[config.mk]
export PLATFORM = sky130hd
export DESIGN_NAME = dsg_sat_add
export DESIGN_NICKNAME = d
export VERILOG_FILES = /design/src/rtl/dsg_sat_add.sv
export SDC_FILE = /design/constraint.sdc
export NUM_CORES = 1
export LEC_CHECK = 0
export ABC_AREA = 1
export BUFFER_PORTS_ARGS = -buffer_cell sky130_fd_sc_hd__buf_2
export CAP_MARGIN = 30
export CORE_ASPECT_RATIO = 0.7
export CORE_MARGIN = 2
export CORE_UTILIZATION = 45
export DETAILED_ROUTE_END_ITERATION = 7
export MAX_ROUTING_LAYER = met4
export PLACE_DENSITY = 0.79
export SYNTH_ARGS = -nofsm -noshare
export SYNTH_HDL_FRONTEND = slang
export SYNTH_SLANG_ARGS = --single-unit
[constraint.sdc]
create_clock -name vclk -period 6.1
set_input_delay 1.525 -clock vclk [all_inputs]
set_output_delay 1.525 -clock vclk [all_outputs]
set_load 0.03 [all_outputs]
[src/rtl/dsg_sat_add.sv]
module dsg_sat_add #(
  parameter int W = 27
) (
  input  logic [W-1:0] a_i,
  input  logic [W-1:0] b_i,
  input  logic [W-1:0] lim_i,
  output logic [W-1:0] y_o
);

  logic [W:0] sum;

  assign sum = {1'b0, a_i} + {1'b0, b_i};
  // clamp at the limit
  assign y_o = (sum > {1'b0, lim_i}) ? lim_i : sum[W-1:0];

endmodule

==> flow_summary.ini, run 1 <==
[logic_synthesis]
netlist.area_leader.share = 0.2559
yosys-top-cells-count = 216 x nand2_1, 95 x inv_1, 56 x nand3_1
yosysUniqueCellTypes = 33
synth_area_per_cell_sq_um = 5.333
ys_seq_area_frac = 0
synth_most_common_cell = nand2_1
synth_area_leaders = nand2_1 26%, ha_1 21%, inv_1 11%
synthesis.nets = 730
netlist_area_sq_mm = 0.003168
synth_warnings = 0
synth_top_area_cell = nand2_1
netlist_instances = 594

[die]
die_y_um = 74.20
dieWidth_um = 104.3
rows = 25
die-area_sq_mm = 0.007738
core_sq_mm = 0.006788
ios = 108
start_util = 0.4667

[sta]
max_freq_ghz = 0.1665
finalWorstSetupSlack_ns = 0.09564
layout_worst_path_cycle_share = 0.9843
fin_crit_ns = 6.004
slew_headroom = 0.6451
tightest_slew_ns = 0.5324
setup_viol = 0
hold_viol_final = 0
maxSlewViolCount = 0

[drt]
route.detailed.drc = 0
drt-vias-per-instance = 5.219
first_pass_iters = 7
drtIter0Drc = 275
wl_um = 11110
drtAntennaViolNets = 0
routedWlPerCell_um = 13.65
vias = 4248

[critical_path]
critPathLaunch = a_i[0]
crit_path_end_kind = primary output
cp_max_fo = 8
crit_type = primary input to primary output
required_ns = 4.58
start_kind = primary input
cp.arrival_ns = 4.48
endpoint = y_o[16]

[grt]
busiest_layer = met2
grt_overflow_total = 0
met3_usage = 0.01665
antenna_found_initial = 0
grt_max_degree = 30
grt_use_met2 = 0.4168
met1_usage = 0.3801
grt_pass1_wl_um = 16350
grt.total_usage = 0.2601
grt_pass1_vias = 3667

[clock_network]
cts_hold_buf = 0

[worst_hold_path]
min_path_type = primary input to primary output

[finish]
clkbuf_count = 0
drive_above_1_share = 0.3708
area_growth_pct = 46.56
fillers = 618
nNetsFinal = 858
final_cells = 814
design.seq.count = 0
multiInputGateArea_sq_mm = 0.003283
seq_area_sq_um = 0
insertedDiodeCount = 0

[run]
maxCapViolCount = 0

[pwr]
power_density_mw_per_mm2 = 163.3
irDropWorstVdd_uv = 109.5
power.leakage_nw = 2.640

[placed_design]
dpl_worst_slack_ns = -0.08194
post-place-cells = 801
dpl.hpwl_um = 8715
gp_congestion = 1.001
port_buffers = 108

[outcome]
status = finished clean
## power by group
part           internal, mW  total [mW]  switching [mW]
clock                     0           0               0
sequential                0           0               0
combinational         0.302       0.758           0.457
## layout by cell type (no fill, tap or decap), types with 8 or more instances in the layout
cell type / n
nand3_1: 49
nand2_1: 190
ha_4: 23
nand3_2: 8
xor2_1: 10
nand2_2: 48
a21oi_1: 23
nand4_1: 17
inv_2: 12
ha_1: 29
buf_4: 32
nor2_2: 18
inv_1: 93
nor2_1: 20
buf_6: 12
buf_2: 82
## layout make-up
class	instances	share of cell area
multi-input cells	483	0.7071
repair buffers	130	0.1811
well taps	94	0.02533
inverters	107	0.08650
## worst max-delay path: stages
cell and delay [ns]:
buf_2 0.11, ha_4 0.16, fa_2 0.39, nand2_2 0.10, nand3_2 0.09, and2_4 0.16
nand4_1 0.10, nand3_1 0.09, nand2_1 0.08, nand2_2 0.09, ha_4 0.28, nand2_2 0.05
nor2_4 0.11, nand4_1 0.12, nor2_2 0.17, nand3_2 0.14, nand2_8 0.18, buf_4 0.16
nand3_1 0.08, nand2_1 0.09, buf_2 0.20
## through the flow
stage	util	power (mW)	cell area (sq um)	hold slack, ns	setup TNS, ns
3_3_place_gp	0.5672	0.5782	3850	3.405	-0.04587
6_report	0.6841	0.7584	4643	3.375	0
2_1_floorplan	-	0.4312	3168	3.263	0
5_1_grt	0.6841	0.8213	4643	3.398	-1.169
3_5_place_dp	0.5672	0.5926	3850	3.406	-1.415
4_1_cts	0.5775	0.6106	3920	3.384	0
## cells by family after synthesis
| family | after synthesis | share of synthesized area |
|---|---|---|
| adder cells (fa/ha/maj) | 55 | 0.2196 |
| XOR/XNOR | 13 | 0.03594 |
| AO/OA/AOI/OAI | 43 | 0.07899 |
| AND/OR/NAND/NOR | 370 | 0.5201 |
| buffers and inverters | 113 | 0.1453 |
## timing repair
item	CTS	global route
buffers inserted	0	10
setup endpoints to repair	27	27
cloned	1	2
resized for setup	16	162
pin swaps	3	27
endpoints found under the hold margin	0	0
## metal layers
| layer | share of wire | vias up |
|---|---|---|
| li1 | - | 2131 |
| met1 | 0.46 | 1900 |
| met2 | 0.45 | 207 |
| met3 | 0.085 | 10 |
| met4 | 0.0051 | 0 |
| met5 | 0 | - |
## worst min path at each step
stage	slack, ns	cells past startpoint	start	end
detailed placement	3.41	4	lim_i[5]	y_o[5]
floorplan	3.26	2	lim_i[16]	y_o[16]
global route	3.40	4	lim_i[22]	y_o[22]
finish	3.38	4	lim_i[5]	y_o[5]
CTS	3.38	4	lim_i[3]	y_o[3]
global placement	3.41	4	lim_i[1]	y_o[1]
Power figures use the tool's default switching activity.
==> run 2: changes to the inputs <==
--- a/config.mk
+++ b/config.mk
@@ -14,2 +14,3 @@
 export DETAILED_ROUTE_END_ITERATION = 7
+export GPL_TIMING_DRIVEN = 0
 export MAX_ROUTING_LAYER = met4
==> constraint.sdc (replaced) <==
create_clock -name vclk -period 6.1
set_input_delay 0.305 -clock vclk [all_inputs]
set_output_delay 0.305 -clock vclk [all_outputs]
set_load 0.03 [all_outputs]
==> run 2 against run 1 <==
Compared with the run above: fmax grew 50%; utilization decreased by 12 points; critical path depth unchanged; die area unchanged; setup slack gained 2.0 ns; via count down 5.8%; final cell count fell by 2.2%; sequential cell count is the same; hold slack worse by 2.4 ns; design area down 18%; first-iteration DRC count up 4.4%; largest power group unchanged.
==> flow_summary.ini, run 2 (synthesized netlist as in run 1, its figures left out) <==
[die]
ios = 108
start_util = 0.4667
dieWidth_um = 104.3
core_sq_mm = 0.006788
die_y_um = 74.20
die-area_sq_mm = 0.007738
rows = 25

[drt]
drtAntennaViolNets = 0
drtIter0Drc = 287
routedWlPerCell_um = 11.98
route.detailed.drc = 0
wl_um = 9534
vias = 4000
first_pass_iters = 5
drt-vias-per-instance = 5.025

[grt]
grt_pass1_vias = 3589
grt_max_degree = 11
grt_overflow_total = 0
grt.total_usage = 0.2587
grt_pass1_wl_um = 16220
antenna_found_initial = 0

[sta]
setup_viol = 0
setup_tns_ns = 0
fin_crit_ns = 3.992
rsz0062_at_grt = false
hold_viol_final = 0
maxSlewViolCount = 0
max_freq_ghz = 0.2505
layout_worst_path_cycle_share = 0.6544
finalWorstSetupSlack_ns = 2.108
tightest_slew_ns = 0.3930
slew_headroom = 0.7371

[critical_path]
crit_type = primary input to primary output
required_ns = 5.79
crit_path_end_kind = primary output
cp_max_fo = 10
cp.arrival_ns = 3.69
start_kind = primary input

[finish]
layout_commonest_cell = nand2_1
design.seq.count = 0
drive_above_1_share = 0.2293
mostFrequentLayoutCells = 216 x nand2_1, 110 x buf_2, 95 x inv_1
area_growth_pct = 20.77
fillers = 737
seq_area_sq_um = 0
nNetsFinal = 840
final_cells = 796
multiInputGateArea_sq_mm = 0.002708
clkbuf_count = 0
insertedDiodeCount = 0

[placed_design]
gp_congestion = 0.9229
dpl.hpwl_um = 8651
port_buffers = 108
dpl_worst_slack_ns = 2.167
post-place-cells = 796

[outcome]
status = finished clean

[clock_network]
post_cts_buffers = 0
cts_hold_buf = 0
cts_resized = 0

[pwr]
irDropWorstVdd_uv = 65.83
power.leakage_nw = 2.467
power_density_mw_per_mm2 = 156.4

[run]
maxCapViolCount = 0

[worst_hold_path]
min_path_type = primary input to primary output
==> run 2: cell types whose count changed in the layout (fill, tap and decap cells not counted), sizes merged <==
cell | before | now
nand2 | 244 | 242
clkbuf | 3 | 0
buf | 127 | 114
==> run 2: cell type report <==
cell class,count,area share
inverters,107,0.1050
plain buffers,6,0.01537
repair buffers,108,0.1413
multi-input cells,481,0.7077
well taps,94,0.03074
==> run 2: critical path: stages <==
cell,delay [ns]
buf_2,0.10
ha_1,0.25
fa_1,0.48
nand2_1,0.09
nand3_1,0.09
and2_1,0.19
nand4_1,0.14
nand3_1,0.09
nand2_1,0.07
nand2_1,0.14
ha_1,0.32
nand2_1,0.04
nor2_1,0.14
nand4_1,0.12
nor2_1,0.13
nand3_1,0.10
nand2_2,0.23
buf_2,0.27
nand3_1,0.11
nand2_1,0.09
buf_2,0.19
==> run 2: power breakdown <==
part	internal (mW)	switching (mW)
clock network	0	0
logic	0.203	0.395
registers	0	0
==> run 2: per-stage QoR <==
stage | util | power (mW) | area [sq um] | hold slack [ns]
2_1_floorplan | - | 0.4312 | 3168 | 0.8228
3_3_place_gp | 0.5637 | 0.5796 | 3826 | 0.9614
3_5_place_dp | 0.5637 | 0.5925 | 3826 | 0.9678
4_1_cts | 0.5637 | 0.5948 | 3826 | 0.9686
5_1_grt | 0.5637 | 0.6673 | 3826 | 0.9839
6_report | 0.5637 | 0.5983 | 3826 | 0.9694
==> run 2: path summary, 6_finish.rpt <==
check,from,end,slack (ns),depth (start not counted)
setup / recovery,a_i[0],y_o[25],2.11,21
hold / removal,lim_i[5],y_o[5],0.97,4
==> run 2: layer usage <==
metal / share of wire / GRT usage
met5: 0 / -
met4: 0.00031 / 0.003003
met3: 0.070 / 0.007888
met2: 0.42 / 0.4227
met1: 0.51 / 0.3782
==> run 3: changes to the inputs <==
clock period = 3.82 ns   (was 6.1 ns; I/O delays follow)
==> run 3 against run 2 <==
Compared with the run above: global-route usage did not move; die area is the same; setup slack worse by 1.9 ns; largest power group unchanged; power grew 61%; sequential cell count stayed put; wire length shrank 0.12%; combinational power grew 61%; clock-buffer cell count is the same; via count is 0.30% lower; highest routed layer unchanged; design area up 0.82%; final cell count unchanged; first-iteration DRC count up 8.0%.
==> flow_summary.ini, run 3 (synthesized netlist as in run 1, its figures left out) <==
[grt]
grt_pass1_vias = 3589
antenna_found_initial = 0
grt_pass1_wl_um = 16220
grt.total_usage = 0.2587
grt_max_degree = 11
grt_overflow_total = 0

[pwr]
power_density_mw_per_mm2 = 249.8
power.leakage_nw = 2.470
p_switching_mw = 0.6333
p_clk_frac = 0
switching_share = 0.6572
p_int_mw = 0.3303
sequentialPowerShare = 0
comb_power_share = 1.000
power_mw = 0.9636
irDropWorstVdd_uv = 111.2

[finish]
fillers = 729
multiInputGateArea_sq_mm = 0.002734
area_growth_pct = 21.76
drive_above_1_share = 0.2379
clkbuf_count = 0
mostFrequentLayoutCells = 216 x nand2_1, 108 x buf_2, 95 x inv_1
nNetsFinal = 840
layout_commonest_cell = nand2_1
seq_area_sq_um = 0
design.seq.count = 0
insertedDiodeCount = 0

[die]
dieWidth_um = 104.3
rows = 25
start_util = 0.4667
ios = 108
core_sq_mm = 0.006788
die_y_um = 74.20
die-area_sq_mm = 0.007738

[sta]
slew_headroom = 0.7324
setup_viol = 0
maxSlewViolCount = 0
max_freq_ghz = 0.2765
tightest_slew_ns = 0.4000
fin_crit_ns = 3.617
hold_viol_final = 0
hold_ws_ns = 0.7414
layout_worst_path_cycle_share = 0.9468

[critical_path]
cp_max_fo = 10
required_ns = 3.63
crit_type = primary input to primary output
start_kind = primary input
crit_path_end_kind = primary output
cp.arrival_ns = 3.43

[drt]
drtAntennaViolNets = 0
routedWlPerCell_um = 11.96
vias = 3988
drt-vias-per-instance = 5.010
wl_um = 9523
first_pass_iters = 6
drtIter0Drc = 310
route.detailed.drc = 0

[worst_hold_path]
holdCritStartpoint = lim_i[5]
min_path_type = primary input to primary output
whs_endpoint = y_o[5]
hold_path_depth = 4

[placed_design]
port_buffers = 108
gp_congestion = 0.9229
dpl.hpwl_um = 8651

[outcome]
status = finished clean

[clock_network]
post_cts_buffers = 0
cts_hold_buf = 0
cts_resized = 0

[run]
maxCapViolCount = 0
## run 3: layout make-up
class              count  share of cell area
plain buffers          6             0.01654
multi-input cells    481              0.7087
inverters            107              0.1041
well taps             94             0.03049
repair buffers       108              0.1401
## run 3: per-stage QoR
stage                       TNS, ns  instance area, sq um  std cells  utilization  setup WS (ns)
after floorplan                   0                  3168        594            -         0.7894
after global placement            0                  3826        796       0.5637         0.1380
after detailed placement          0                  3826        796       0.5637         0.1148
after CTS                         0                  3826        796       0.5637         0.1124
after global routing      -0.007030                  3857        796       0.5683      -0.007030
final                             0                  3857        796       0.5683         0.2034
## run 3: worst max path at each step
stage / startpoint / end
2_1_floorplan: a_i[0] / y_o[25]
3_3_place_gp: a_i[0] / y_o[24]
3_5_place_dp: a_i[0] / y_o[25]
4_1_cts: a_i[0] / y_o[25]
5_1_grt: a_i[7] / y_o[18]
6_report: a_i[0] / y_o[25]
## run 3: worst max-delay path: stages
cell	delay, ns
buf_2	0.10
ha_1	0.25
fa_2	0.41
nand2_1	0.08
nand3_1	0.09
and2_1	0.19
nand4_1	0.14
nand3_1	0.09
nand2_1	0.06
nand2_1	0.14
ha_1	0.32
nand2_1	0.04
nor2_1	0.14
nand4_1	0.12
nor2_1	0.14
nand2_1	0.07
nand3_1	0.12
nand2_4	0.13
nand2_8	0.12
buf_8	0.15
nand2_1	0.06
nand2_1	0.06
buf_2	0.19
## run 3: metal layers
metal / global-route usage / routed length, um / up-vias
li1: - / - / 2093
met1: 0.3782 / 4707 / 1718
met2: 0.4227 / 3974 / 175
met5: - / 0 / -
met4: 0.003003 / 12 / 0
met3: 0.007888 / 828 / 2
## run 3: power groups by stage
stage | sequential (mW) | clock, mW | combinational [mW]
final | 0 | 0 | 0.964
after floorplan | 0 | 0 | 0.689
after global placement | 0 | 0 | 0.926
after global routing | 0 | 0 | 1.08
after detailed placement | 0 | 0 | 0.946
after CTS | 0 | 0 | 0.950
